<file path="src/design/ppc_pkg.sv">
// ----------------------------------------------------------------------------
// ppc_pkg
// Shared types and constants of the pedal plausibility checker: register
// indexes and reset values, status codes, sequencer states and lane control.
// ----------------------------------------------------------------------------
package ppc_pkg;

    // Default width of every sensor count field
    localparam int COUNT_BITS = 16;

    localparam int CFG_DATA_BITS = 32;
    localparam int CFG_IDX_BITS  = 3;
    localparam int PCT_BITS      = 7;
    localparam int PAIR_BITS     = 14;

    // Configuration register indexes
    localparam logic [CFG_IDX_BITS-1:0] REG_T1_SPAN     = 3'd0;
    localparam logic [CFG_IDX_BITS-1:0] REG_T1_WINDOW   = 3'd1;
    localparam logic [CFG_IDX_BITS-1:0] REG_T2_SPAN     = 3'd2;
    localparam logic [CFG_IDX_BITS-1:0] REG_T2_WINDOW   = 3'd3;
    localparam logic [CFG_IDX_BITS-1:0] REG_BRAKE_WIN   = 3'd4;
    localparam logic [CFG_IDX_BITS-1:0] REG_MISMATCH    = 3'd5;
    localparam logic [CFG_IDX_BITS-1:0] REG_INHIBIT     = 3'd6;
    localparam logic [CFG_IDX_BITS-1:0] REG_RECOVER     = 3'd7;

    // Register reset values
    localparam logic [CFG_DATA_BITS-1:0] RST_T1_SPAN   = 32'd91228665;
    localparam logic [CFG_DATA_BITS-1:0] RST_T1_WINDOW = 32'd33558724;
    localparam logic [CFG_DATA_BITS-1:0] RST_T2_SPAN   = 32'd45091225;
    localparam logic [CFG_DATA_BITS-1:0] RST_T2_WINDOW = 32'd33689641;
    localparam logic [CFG_DATA_BITS-1:0] RST_BRAKE_WIN = 32'd17173374;
    localparam logic [PCT_BITS-1:0]      RST_MISMATCH  = 7'd10;
    localparam logic [PAIR_BITS-1:0]     RST_INHIBIT   = 14'd3215;
    localparam logic [PAIR_BITS-1:0]     RST_RECOVER   = 14'd645;

    // Result status codes
    localparam logic [1:0] ST_PLAUSIBLE   = 2'd0;
    localparam logic [1:0] ST_IMPLAUSIBLE = 2'd1;
    localparam logic [1:0] ST_ERRONEOUS   = 2'd2;

    localparam logic [PCT_BITS-1:0] FULL_PCT = 7'd100;

    typedef enum logic [4:0] {
        S_IDLE = 5'b00001,
        S_LANE = 5'b00010,
        S_MULA = 5'b00100,
        S_MULB = 5'b01000,
        S_DEC  = 5'b10000
    } state_t;

    // Load strobes from the sequencer to the lanes and the merge stage
    typedef struct packed {
        logic lane_ld;
        logic mul_ld;
        logic cmp_ld;
    } ctrl_t;

endpackage

</file>
<file path="src/design/ppc_merge.sv">
// ----------------------------------------------------------------------------
// ppc_merge
// Combines the lane results: cross-multiplies the ratios, compares against
// the percent thresholds and decides the latch, torque flag and status.
// ----------------------------------------------------------------------------
module ppc_merge #(
    parameter int CB = ppc_pkg::COUNT_BITS
) (
    input  logic                          aclk,
    input  ppc_pkg::ctrl_t                ctrl,
    input  logic [3:0]                    win_fail,
    input  logic [CB-1:0]                 t1_num,
    input  logic [CB-1:0]                 t1_den,
    input  logic [CB-1:0]                 t2_num,
    input  logic [CB-1:0]                 t2_den,
    input  logic [CB-1:0]                 br_num,
    input  logic [CB-1:0]                 br_den,
    input  logic [ppc_pkg::PCT_BITS-1:0]  limit_pct,
    input  logic [ppc_pkg::PAIR_BITS-1:0] inhibit_pair,
    input  logic [ppc_pkg::PAIR_BITS-1:0] recover_pair,
    input  logic                          latched,
    output logic                          latched_next,
    output logic                          torque_ok,
    output logic [1:0]                    status
);

    localparam int PW = 2 * CB;
    localparam int LW = PW + ppc_pkg::PCT_BITS;
    localparam int SW = CB + ppc_pkg::PCT_BITS;

    // Stage A: products
    logic [PW-1:0] lhs_reg;
    logic [PW-1:0] rhs_reg;
    logic [PW-1:0] dd_reg;
    logic [SW-1:0] t100_reg;
    logic [SW-1:0] tinh_reg;
    logic [SW-1:0] trec_reg;
    logic [SW-1:0] b100_reg;
    logic [SW-1:0] binh_reg;
    logic [SW-1:0] brec_reg;

    // Stage B: difference, limit and percent compares
    logic [PW-1:0] diff_reg;
    logic [LW-1:0] lim_reg;
    logic          thr_above_reg;
    logic          brk_above_reg;
    logic          thr_below_reg;
    logic          brk_below_reg;

    logic [LW-1:0] diff_scaled;
    logic          mis_fail;
    logic          press_fail;
    logic          keep_latch;

    always_ff @(posedge aclk) begin
        if (ctrl.mul_ld) begin
            lhs_reg  <= PW'(t1_num) * PW'(t2_den);
            rhs_reg  <= PW'(t2_num) * PW'(t1_den);
            dd_reg   <= PW'(t1_den) * PW'(t2_den);
            t100_reg <= SW'(t1_num) * SW'(ppc_pkg::FULL_PCT);
            tinh_reg <= SW'(inhibit_pair[13:7]) * SW'(t1_den);
            trec_reg <= SW'(recover_pair[13:7]) * SW'(t1_den);
            b100_reg <= SW'(br_num) * SW'(ppc_pkg::FULL_PCT);
            binh_reg <= SW'(inhibit_pair[6:0]) * SW'(br_den);
            brec_reg <= SW'(recover_pair[6:0]) * SW'(br_den);
        end
    end

    always_ff @(posedge aclk) begin
        if (ctrl.cmp_ld) begin
            diff_reg      <= (lhs_reg > rhs_reg) ? (lhs_reg - rhs_reg) : (rhs_reg - lhs_reg);
            lim_reg       <= LW'(limit_pct) * LW'(dd_reg);
            thr_above_reg <= t100_reg > tinh_reg;
            brk_above_reg <= b100_reg > binh_reg;
            thr_below_reg <= t100_reg < trec_reg;
            brk_below_reg <= b100_reg < brec_reg;
        end
    end

    assign diff_scaled = LW'(diff_reg) * LW'(ppc_pkg::FULL_PCT);
    assign mis_fail    = diff_scaled > lim_reg;
    assign press_fail  = thr_above_reg && brk_above_reg;
    // Latch holds unless both pedals are under their recovery levels
    assign keep_latch  = latched && !(thr_below_reg && brk_below_reg);

    always_comb begin
        if (|win_fail) begin
            latched_next = 1'b1;
            torque_ok    = 1'b0;
            status       = ppc_pkg::ST_ERRONEOUS;
        end else if (mis_fail || press_fail) begin
            latched_next = 1'b1;
            torque_ok    = 1'b0;
            status       = ppc_pkg::ST_IMPLAUSIBLE;
        end else begin
            latched_next = keep_latch;
            torque_ok    = !keep_latch;
            status       = keep_latch ? ppc_pkg::ST_IMPLAUSIBLE : ppc_pkg::ST_PLAUSIBLE;
        end
    end

endmodule

</file>
<file path="config.mk">
export PLATFORM = sky130hd
export DESIGN_NAME = ppc_merge
export DESIGN_NICKNAME = d
export VERILOG_FILES = /design/src/design/ppc_pkg.sv /design/src/design/ppc_merge.sv
export SDC_FILE = /design/constraint.sdc
export NUM_CORES = 2
export LEC_CHECK = 0
export ABC_CLOCK_PERIOD_IN_PS = 10100
export BUFFER_PORTS_ARGS = -buffer_cell sky130_fd_sc_hd__buf_2
export CORE_MARGIN = 4
export CORE_UTILIZATION = 40
export DETAILED_ROUTE_END_ITERATION = 7
export HOLD_SLACK_MARGIN = 0.08
export MAX_ROUTING_LAYER = met4
export PLACE_DENSITY = 0.54
export SLEW_MARGIN = 0
export SYNTH_ARGS = -nofsm -noshare
export SYNTH_HDL_FRONTEND = slang
export SYNTH_SLANG_ARGS = --single-unit
</file>
<file path="constraint.sdc">
create_clock -name aclk -period 10.1 [get_ports aclk]
set_input_delay 2.02 -clock aclk [delete_from_list [all_inputs] [get_ports aclk]]
set_output_delay 2.02 -clock aclk [all_outputs]
set_load 0.01 [all_outputs]
</file>
==> impl_results.md <==
- Most frequent cells in the layout: inv_1, nand2_1, fa_1
- Tmin final: 9.18 ns
- Crit. End Element: output pin
- Synth Instances: 7295
- Largest net degree at the start of global routing: 140
- Post-CTS sizing: 0
- Main combinational cell family by area after synthesis: adder cells
- Clk_lat worst skew: 0.61 ns
- Area Overhead vs Synth: 6.27%
- Async SR Flop Fraction: 0
- Synth unique cells: 87
- Critical Path Fanout Max: 4
- Clock slew seen by the registers of the worst setup and hold paths: 0.06 ns
- Post-DP HPWL: 133000 um
- Initial antenna violation count: 9
- Gp weighted congestion: 0.870
- Setup Fix Bufs, Post-CTS: 0
- Critical path launch point type: flip-flop
- Fmax: 0.109 GHz
- Site Rows: 149
- CTS tree: built
- Critical path required time: 8.08 ns
- Post-synth EDFFs: 305
- Number of I/O port buffers: 142
- Setup CP Type: flip-flop to output pin
- Syn_nets: 9415
- Mean Syn Cell Area: 9.12 um^2
- Status: complete, no violations
- CP peak stage delay: 0.48 ns
- First-pass GRT wire length: 272000 um
- Main synth FF type: edfxtp_1
- Worst slew margin: 0.274
- Synth Area in Adders: 0.492
- Starting Density: 0.403
- CTS root buffer: clkbuf_16
- Sequential share of the synthesized area: 0.138
- Critical path data arrival time: 7.16 ns
- Die Height: 416 um
- Htree depth: 2
- Worst-case clock buffer depth: 3
- Nets: 9371
- Routed wire per std cell: 17.6 um
- DR DRC count: 0
- CP max-delay cell: edfxtp_1
- Core area: 165000 um^2
- Tcrit/Tclk final: 0.909
- FF+latch count, synth: 305
- Most common cell after layout, fill and taps aside: inv_1
- Die width: 416 um
- Worst hold-check path type: flip-flop to flip-flop
- GRT Residual Overflow: 0
- Worst slew pin tran: 1.09 ns
- Drt pass-1 iters: 5
- Max Slew Vio Count: 0
- Clock Sinks: 305
- Total CTS buffers: 40
- Mux cell area share after synthesis: 0.00216
- Layout fillers: 16457
- Detail Route Antenna Nets: 0
- Drt total wl: 167000 um
- GR Util All Layers: 0.202
- Via-per-instance ratio: 5.09
- Setup tns final: 0 ns
- Num ports: 144
- Final hold violation count: 0
- Die area: 173000 um^2
- Syn. warnings: 0
- Unrepaired setup endpoints after global routing: false
- Largest register FFs: 39
- Worst clock skew: 0.0154 ns
- Layout cells sized above 1: 0.0380
- Max Cap Viol: 0
- Netlist Area Pre-Place: 66600 um^2
- Final setup vio count: 0
- Iter 0 DRT Violations: 2501
- Compound-Gate Fraction of Synth Area: 0.0856
- CTS Hold Bufs: 0
- Vias: 48289
- Xor/xnor share of the synthesized area: 0.0370
- Vias in the first global route: 51156
- Post-Synth Simple-Gate Area: 0.144
## final timing paths
path,cells past startpoint,endpoint,slack (ns),start
setup / recovery,25,latched_next,0.92,diff_reg[3]
hold reg to reg,1,lim_reg[0],0.70,dd_reg[0]
setup reg to reg,17,lim_reg[37],4.27,dd_reg[6]
hold / removal,1,lim_reg[0],0.70,dd_reg[0]
## kinds of logic after synthesis
kind of cell               Yosys count
AOI/OAI and AO/OA                  863
xor gates and xnor gates           281
adders and majority gates         1980
buffers and inverters             1795
DFF                                305
muxes                               14
and+or+nand+nor                   2057
## synthesized netlist by cell type (86+ instances only)
cell type	number	area share
a21o_1	150	0.017
a21oi_1	263	0.020
and2_1	483	0.045
clkbuf_1	247	0.014
edfxtp_1	305	0.14
fa_1	1058	0.32
ha_1	922	0.17
inv_1	1533	0.086
nand2_1	1092	0.062
nor2_1	170	0.0096
o21ai_0	136	0.010
xnor2_1	195	0.026
xor2_1	86	0.011
## through the flow
stage | area (um^2) | setup slack [ns] | std cells | utilization | hold WS (ns)
2_1_floorplan | 66600 | 1.94 | 7295 | - | 0.597
3_5_place_dp | 69300 | 1.14 | 9398 | 0.420 | 0.688
4_1_cts | 70700 | 0.768 | 9472 | 0.428 | 0.703
6_report | 70700 | 0.924 | 9482 | 0.428 | 0.705
3_3_place_gp | 69300 | 1.20 | 9398 | 0.420 | 0.711
5_1_grt | 70700 | 0.325 | 9477 | 0.428 | 0.748
## metal layers
metal	global-route usage	up-vias	wire length (um)
met5	-	-	0
met4	0.0566	0	5000
met3	0.0214	181	6910
met2	0.341	861	82100
met1	0.257	24452	73200
li1	-	22795	-
## critical path, delay by kind of cell, from the launching register on
kind,cells,cell delay (ns)
buffers and inverters,3,0.23
AO/OA/AOI/OAI,12,3.26
XOR/XNOR,1,0.16
adder cells (fa/ha/maj),5,1.70
AND/OR/NAND/NOR,4,0.70
flip-flops,1,0.48
## layout make-up
class / instances / area, um^2 / share of cell area
diodes: 10 / 25.0 / 0.000354
clock buffers: 45 / 1040 / 0.0147
clock inverters: 29 / 368 / 0.00520
inverters: 1533 / 5750 / 0.0814
multi-input cells: 5195 / 50600 / 0.716
flip-flops and latches: 305 / 9160 / 0.129
well taps: 2189 / 2740 / 0.0387
repair buffers: 176 / 1020 / 0.0144
Power is not shown: default switching activity piles up to over one toggle a cycle in this logic, so the estimate is an artifact.
