## config.mk

```make
export PLATFORM = sky130hd
export DESIGN_NAME = ppc_ratio_lane
export DESIGN_NICKNAME = d
export VERILOG_FILES = /design/src/design/ppc_pkg.sv /design/src/design/ppc_ratio_lane.sv
export SDC_FILE = /design/constraint.sdc
export NUM_CORES = 1
export LEC_CHECK = 0
export BUFFER_PORTS_ARGS = -buffer_cell sky130_fd_sc_hd__buf_4
export CAP_MARGIN = 20
export CORE_MARGIN = 2
export CORE_UTILIZATION = 54
export DETAILED_ROUTE_END_ITERATION = 10
export PLACE_DENSITY = 0.93
export SYNTH_ARGS = -nofsm -noshare
export SYNTH_HDL_FRONTEND = slang
export SYNTH_SLANG_ARGS = --single-unit
```

## constraint.sdc

```tcl
create_clock -name aclk -period 2.6 [get_ports aclk]
set_clock_uncertainty 0.2 [all_clocks]
set_input_delay 0.26 -clock aclk [delete_from_list [all_inputs] [get_ports aclk]]
set_output_delay 0.26 -clock aclk [all_outputs]
set_load 0.05 [all_outputs]
```

## src/design/ppc_pkg.sv

```systemverilog
// ----------------------------------------------------------------------------
// ppc_pkg
// Shared types and constants of the pedal plausibility checker: register
// indexes and reset values, status codes, sequencer states and lane control.
// ----------------------------------------------------------------------------
package ppc_pkg;

    // Default width of every sensor count field
    localparam int COUNT_BITS = 16;

    localparam int CFG_DATA_BITS = 32;
    localparam int CFG_IDX_BITS  = 3;
    localparam int PCT_BITS      = 7;
    localparam int PAIR_BITS     = 14;

    // Configuration register indexes
    localparam logic [CFG_IDX_BITS-1:0] REG_T1_SPAN     = 3'd0;
    localparam logic [CFG_IDX_BITS-1:0] REG_T1_WINDOW   = 3'd1;
    localparam logic [CFG_IDX_BITS-1:0] REG_T2_SPAN     = 3'd2;
    localparam logic [CFG_IDX_BITS-1:0] REG_T2_WINDOW   = 3'd3;
    localparam logic [CFG_IDX_BITS-1:0] REG_BRAKE_WIN   = 3'd4;
    localparam logic [CFG_IDX_BITS-1:0] REG_MISMATCH    = 3'd5;
    localparam logic [CFG_IDX_BITS-1:0] REG_INHIBIT     = 3'd6;
    localparam logic [CFG_IDX_BITS-1:0] REG_RECOVER     = 3'd7;

    // Register reset values
    localparam logic [CFG_DATA_BITS-1:0] RST_T1_SPAN   = 32'd91228665;
    localparam logic [CFG_DATA_BITS-1:0] RST_T1_WINDOW = 32'd33558724;
    localparam logic [CFG_DATA_BITS-1:0] RST_T2_SPAN   = 32'd45091225;
    localparam logic [CFG_DATA_BITS-1:0] RST_T2_WINDOW = 32'd33689641;
    localparam logic [CFG_DATA_BITS-1:0] RST_BRAKE_WIN = 32'd17173374;
    localparam logic [PCT_BITS-1:0]      RST_MISMATCH  = 7'd10;
    localparam logic [PAIR_BITS-1:0]     RST_INHIBIT   = 14'd3215;
    localparam logic [PAIR_BITS-1:0]     RST_RECOVER   = 14'd645;

    // Result status codes
    localparam logic [1:0] ST_PLAUSIBLE   = 2'd0;
    localparam logic [1:0] ST_IMPLAUSIBLE = 2'd1;
    localparam logic [1:0] ST_ERRONEOUS   = 2'd2;

    localparam logic [PCT_BITS-1:0] FULL_PCT = 7'd100;

    typedef enum logic [4:0] {
        S_IDLE = 5'b00001,
        S_LANE = 5'b00010,
        S_MULA = 5'b00100,
        S_MULB = 5'b01000,
        S_DEC  = 5'b10000
    } state_t;

    // Load strobes from the sequencer to the lanes and the merge stage
    typedef struct packed {
        logic lane_ld;
        logic mul_ld;
        logic cmp_ld;
    } ctrl_t;

endpackage

```

## src/design/ppc_ratio_lane.sv

```systemverilog
// ----------------------------------------------------------------------------
// ppc_ratio_lane
// One sensor lane: turns a count into a clamped ratio num/den over a
// zero/full span. A reversed or flat span never reaches the division case.
// ----------------------------------------------------------------------------
module ppc_ratio_lane #(
    parameter int CB = ppc_pkg::COUNT_BITS
) (
    input  logic                              aclk,
    input  logic                              load,
    input  logic [CB-1:0]                     count,
    input  logic [ppc_pkg::CFG_DATA_BITS-1:0] span,
    output logic [CB-1:0]                     num,
    output logic [CB-1:0]                     den
);

    logic [CB-1:0] zero_cnt;
    logic [CB-1:0] full_cnt;
    logic [CB-1:0] num_reg;
    logic [CB-1:0] num_next;
    logic [CB-1:0] den_reg;
    logic [CB-1:0] den_next;

    assign zero_cnt = span[16 +: CB];
    assign full_cnt = span[0 +: CB];

    always_comb begin
        if (count <= zero_cnt) begin
            num_next = '0;
            den_next = CB'(1);
        end else if (count >= full_cnt) begin
            num_next = CB'(1);
            den_next = CB'(1);
        end else begin
            num_next = count - zero_cnt;
            den_next = full_cnt - zero_cnt;
        end
    end

    always_ff @(posedge aclk) begin
        if (load) begin
            num_reg <= num_next;
            den_reg <= den_next;
        end
    end

    assign num = num_reg;
    assign den = den_reg;

endmodule

```

==> results of run 1 <==
-- logic make-up (layout without fill, tap and decap cells) --
group / after synthesis / after routing
muxes: 1 / 1
xor gates and xnor gates: 23 / 23
DFF: 32 / 32
adders and majority gates: 49 / 49
and+or+nand+nor: 105 / 105
AOI/OAI and AO/OA: 96 / 96
buffers and inverters: 43 / 145
-- timing repair --
item / in CTS / in global routing
gates resized for setup: 0 / 1
hold endpoints to repair: 0 / 0
endpoints found under the setup margin: 0 / 1
setup buffers: 0 / 0
-- Yosys cell counts, drive strengths merged --
library cell | number | area, µm²
a211o | 4 | 35.0
buf | 5 | 31.3
nand4 | 5 | 31.3
nand2 | 22 | 82.6
xor2 | 11 | 96.3
nor2 | 42 | 158
mux2i | 1 | 10.0
o311ai | 1 | 8.76
edfxtp | 32 | 961
a31oi | 3 | 18.8
o21ai | 18 | 93.8
a2111oi | 1 | 15.0
a22o | 1 | 8.76
nor2b | 4 | 25.0
inv | 36 | 135
a221o | 1 | 10.0
a211oi | 8 | 65.1
nor3b | 1 | 7.51
o21a | 3 | 22.5
and2 | 2 | 12.5
a21oi | 38 | 194
o22ai | 1 | 6.26
nor4b | 2 | 32.5
clkbuf | 2 | 8.75
a221oi | 2 | 23.8
a21o | 4 | 30.0
o31ai | 1 | 7.51
nor4 | 3 | 48.8
xnor2 | 12 | 105
o211ai | 6 | 50.1
ha | 47 | 588
nor3 | 5 | 25.0
nand2b | 12 | 75.1
fa | 2 | 40.0
o2111ai | 3 | 26.3
and3 | 2 | 12.5
a311o | 1 | 10.0
nand3 | 5 | 25.0
-- critical path: cells and delay by family --
kind / cells / cell delay (ns)
fa+ha+maj: 2 / 0.62
simple gates: 3 / 0.56
compound gates: 3 / 0.50
buf+inv: 3 / 0.32
-- worst max path at each step --
stage,slack [ns],depth (start not counted),startpoint,endpoint
after CTS,0.15,11,count[0],den[13]
after floorplan,0.20,10,count[0],num[15]
after global routing,0.12,10,span[7],num[13]
after detailed placement,-0.11,11,count[0],den[13]
final,0.25,11,count[0],num[13]
after global placement,0.001,11,count[0],den[13]
-- routing by layer --
metal / vias up / wire length [µm] / share of wire, %
met4: 0 / 190 / 2.4
met2: 134 / 3650 / 47
met3: 18 / 530 / 6.8
met5: - / 0 / 0
li1: 1466 / - / -
met1: 1360 / 3420 / 44
-- layout make-up --
cell class	count	area [µm²]
Multi-Input combinational cell	274	2010
Timing Repair Buffer	101	771
Inverter	36	135
Sequential cell	32	961
Tap cell	72	90.1
Fill cell	401	1500
Clock buffer	5	68.8
Clock inverter	3	37.5
-- power by group --
part	total, W	switching, W	internal (W)
combinational	0.000927	0.000560	0.000367
sequential	0.000648	0.0000150	0.000633
clock	0.000453	0.000174	0.000279
-- through the flow --
stage | total power, W | setup TNS, ns | worst slack (ns)
global placement | 0.00155 | 0 | 0.00133
finish | 0.00203 | 0 | 0.249
detailed placement | 0.00157 | -0.140 | -0.109
CTS | 0.00203 | 0 | 0.151
global route | 0.00214 | 0 | 0.123
floorplan | 0.00128 | 0 | 0.203
==> flow_metrics.tcl, run 1 <==
set metrics [dict create \
    status "complete, no violations" \
    drt_iter0_markers 144 \
    worstPathCellList "buf_4 -> inv_1 -> ha_1 -> fa_1 -> nand2b_1 -> a21o_1 -> nand2_1 -> a221o_1 -> o211ai_2 -> buf_4 -> nor4_4" \
    ys_seq_area_share_pct 30.6 \
    synth-simple-area-share_pct 17.1 \
    synth_compound_area_share_pct 19.9 \
    placed_area_um2 3960 \
    utilization_pct 73.0 \
    min_period_ns 2.35 \
    cts.root.buffer_cell "clkbuf_8" \
    start_kind "input pin" \
    mostFrequentLayoutCell "buf_4" \
    slew_headroom_pct 72.7 \
    clkTransAtPathRegs_ns 0.07 \
    die-area_um2 6430 \
    hold_violations 0 \
    drive_above_1_share_pct 25.9 \
    synth_adder_area_share_pct 20.0 \
    synth_top_family_by_area "adder cells" \
    ys_ff_latch 32 \
    whs_ns 0.238 \
    crit_fanout 6 \
    drtAntennaViolNets 0 \
    min_path_cells 1 \
    initial_utilization_pct 56.3 \
    use_met2_pct 41.3 \
    avgViaCountPerCell 5.69 \
    grt_max_degree 33 \
    crit_slowest_cell "fa_1" \
    die_x_um 80.2 \
    syn_nets 448 \
    cap_violations 0 \
    wl_um 7790 \
    max_freq_mhz 425 \
    use_met3_pct 4.83 \
    clk_path_buf_depth 2 \
    setup_viol 0 \
    timing.final.crit_share_pct 90.4 \
    critPathMaxStageDelay_ns 0.40 \
    nets 549 \
    drc 0 \
    clock_sink_count 32 \
    fin_cells 523 \
    p_leak_nw 1.90 \
    numPortBuffers 81 \
    met1_usage_pct 33.6 \
    crit_type "input pin to flop" \
    die_y_um 80.2 \
    syn_avg_cell_area_um2 8.99 \
    io_pins 82 \
    dp.cells 515 \
    required_ns 2.50 \
    grt_pass1_wl_um 12900 \
    final_area_um2 4070 \
    antenna_cells 0 \
    htree_levels 2 \
    drv_slew 0 \
    crit_top_cell "buf_4" \
    busiest_layer "met2" \
    grt_pass1_vias 2851 \
    hold_end "num[7]" \
    netlist_instances 349 \
    muxShareOfSynthArea_pct 0.319 \
    endpoint_kind "flop" \
    grt_use_total_pct 25.2 \
    syn_area_um2 3140 \
    crit_arrival_ns 2.25 \
    cts_inserted_buffers 5 \
    cts_tree "yes" \
    wire_per_inst_um 14.9 \
    yosysWarnings 0 \
    grt_overflow 0 \
    ir_drop_v 0.000386 \
    post-dp-hpwl_um 6340 \
    yosys.area_share.xor_xnor_pct 6.42 \
    rows 27 \
    hp-start "load" \
    area_delta_synth_final_pct 29.8 \
    rsz0062_at_grt "false" \
    hold_buffers 0 \
    dr_total_vias 2978 \
    first_pass_iters 5 \
    final_cell_mix "buf_4 (100), ha_1 (47), nor2_1 (42)" \
    powerDensity_nw_per_um2 498 \
    core_um2 5570 \
    gp_congestion 0.935 \
    antenna_found_initial 0 \
    worst_pin_slew_ns 0.403 \
    ys_types 48 \
    hp-class "input pin to flop" \
]
(Power assumes the default switching activity.)
==> run 2: changes to the inputs <==
--- a/config.mk
+++ b/config.mk
@@ -7,10 +7,11 @@
 export LEC_CHECK = 0
 export BUFFER_PORTS_ARGS = -buffer_cell sky130_fd_sc_hd__buf_4
 export CAP_MARGIN = 20
+export CORE_ASPECT_RATIO = 0.7
 export CORE_MARGIN = 2
-export CORE_UTILIZATION = 54
+export CORE_UTILIZATION = 49
 export DETAILED_ROUTE_END_ITERATION = 10
-export PLACE_DENSITY = 0.93
+export PLACE_DENSITY = 0.81
 export SYNTH_ARGS = -nofsm -noshare
 export SYNTH_HDL_FRONTEND = slang
 export SYNTH_SLANG_ARGS = --single-unit
==> constraint.sdc (replaced) <==
create_clock -name aclk -period 1.9 [get_ports aclk]
set_clock_uncertainty 0.2 [all_clocks]
set_input_delay 0.19 -clock aclk [delete_from_list [all_inputs] [get_ports aclk]]
set_output_delay 0.19 -clock aclk [all_outputs]
set_load 0.05 [all_outputs]
==> run 2 against run 1 <==
Against the previous run: the flow now finishes with violations (setup timing); first-iteration DRC count grew to 2.5 times the previous value; critical path depth shrank 1; utilization grew 12 points; cell area grew 29%; sequential power grew 37%; sequential share of layout area shrank 5.3 points; clock-buffer cell count is the same; total power grew 58%; hold slack lost 0.078 ns; critical endpoint unchanged; largest cell class unchanged.
==> flow_metrics.tcl, run 2 (synthesis results as in run 1) <==
set metrics [dict create \
    die-area_um2 7070 \
    clkTransAtPathRegs_ns 0.08 \
    grt_max_degree 33 \
    drc 0 \
    hp-start "load" \
    grt_pass1_wl_um 16300 \
    area_delta_synth_final_pct 67.5 \
    grt_pass1_vias 3458 \
    min_period_ns 2.32 \
    clk_path_buf_depth 2 \
    post-dp-hpwl_um 7350 \
    crit_arrival_ns 2.15 \
    cts_inserted_buffers 5 \
    hp-class "input pin to flop" \
    grt_use_total_pct 29.4 \
    final_area_um2 5250 \
    rows 24 \
    drive_above_1_share_pct 49.4 \
    core_um2 6220 \
    die_x_um 99.6 \
    dr_total_vias 3826 \
    required_ns 1.73 \
    grt_overflow 0 \
    drt_iter0_markers 362 \
    io_pins 82 \
    crit_fanout 4 \
    nets 645 \
    final_cell_mix "buf_4 (178), nor2_1 (37), ha_1 (32), edfxtp_1 (32), a21oi_1 (30)" \
    powerDensity_nw_per_um2 611 \
    cts.root.buffer_cell "clkbuf_8" \
    cap_violations 0 \
    crit_type "input pin to flop" \
    max_freq_mhz 430 \
    whs_ns 0.160 \
    first_pass_iters 6 \
    utilization_pct 84.5 \
    route.met3.wl_um 1290 \
    failed_checks "setup timing" \
    pre_cts_slack_ns -0.604 \
    start_kind "input pin" \
    mostFrequentLayoutCell "buf_4" \
    numPortBuffers 81 \
    final.fill_count 307 \
    gp_congestion 0.992 \
    multi_input_area_um2 2370 \
    initial_utilization_pct 50.5 \
    endpoint_kind "flop" \
    timing.final.crit_share_pct 122 \
    setup_tns_ns -9.44 \
    placed_area_um2 4700 \
    wl_um 12200 \
    slew_headroom_pct 64.2 \
    p_leak_nw 2.42 \
    ir_drop_v 0.000426 \
    cts_tree "yes" \
    setup_slack_ns -0.423 \
    seq_area_um2 961 \
    drtAntennaViolNets 0 \
    antenna_cells 0 \
    rsz0062_at_grt "true" \
    wire_per_inst_um 19.5 \
    avgViaCountPerCell 6.12 \
    status "complete, but fails checks" \
    antenna_found_initial 0 \
    htree_levels 2 \
    clock_sink_count 32 \
    hold_violations 0 \
    setup_viol 32 \
    drv_slew 0 \
    critPathLaunch "span[26]" \
    worst_pin_slew_ns 0.530 \
    m1WireLength_um 4710 \
    dr_wl_met2_um 5510 \
    top_layer "met4" \
    die_y_um 70.9 \
]
==> run 2: timing repair <==
| action | 4_1_cts | 5_1_grt |
|---|---|---|
| endpoints found under the setup margin | 32 | 32 |
| buffers inserted | 8 | 7 |
| hold buffers | 0 | 0 |
| resized for setup | 33 | 43 |
| pin swaps | 11 | 15 |
| cloned | 3 | 0 |
==> run 2: path summary, 6_finish.rpt <==
kind	depth (start not counted)	to	slack [ns]
worst max-delay path	10	num[13]	-0.42
worst min-delay path	1	num[2]	0.16
==> run 2: per-layer routing <==
metal / track usage, % / up-vias
met3: 6.13 / 89
met2: 48.0 / 293
met1: 39.8 / 1783
met5: 0 / -
li1: - / 1661
met4: 8.83 / 0
==> run 2: report_power, final <==
part / switching (W) / total [W] / internal, W
Clock: 0.000272 / 0.000521 / 0.000249
Combinational: 0.000994 / 0.00181 / 0.000812
Sequential: 0.0000208 / 0.000886 / 0.000865
Total: 0.00129 / 0.00321 / 0.00193
==> run 2: area by class of cell <==
type	count	share of cell area [%]
multi-input cells	274	45.2
repair buffers	197	29.9
flip-flops and latches	32	18.3
inverters	36	3.19
well taps	78	1.86
clock inverters	3	0.262
clock buffers	5	1.31
==> run 2: worst max-delay path, cell delays in order <==
cell	delay, ns
buf_4	0.11
inv_1	0.11
ha_1	0.29
buf_4	0.18
nand2_1	0.12
nor2_1	0.09
a21oi_1	0.33
o31ai_1	0.16
nor4b_1	0.49
nor4_4	0.07
==> run 2: per-stage QoR <==
stage | cells | total power [W]
after global placement | 601 | 0.00235
after CTS | 619 | 0.00300
final | 625 | 0.00321
after global routing | 625 | 0.00333
after floorplan | 349 | 0.00178
after detailed placement | 601 | 0.00238
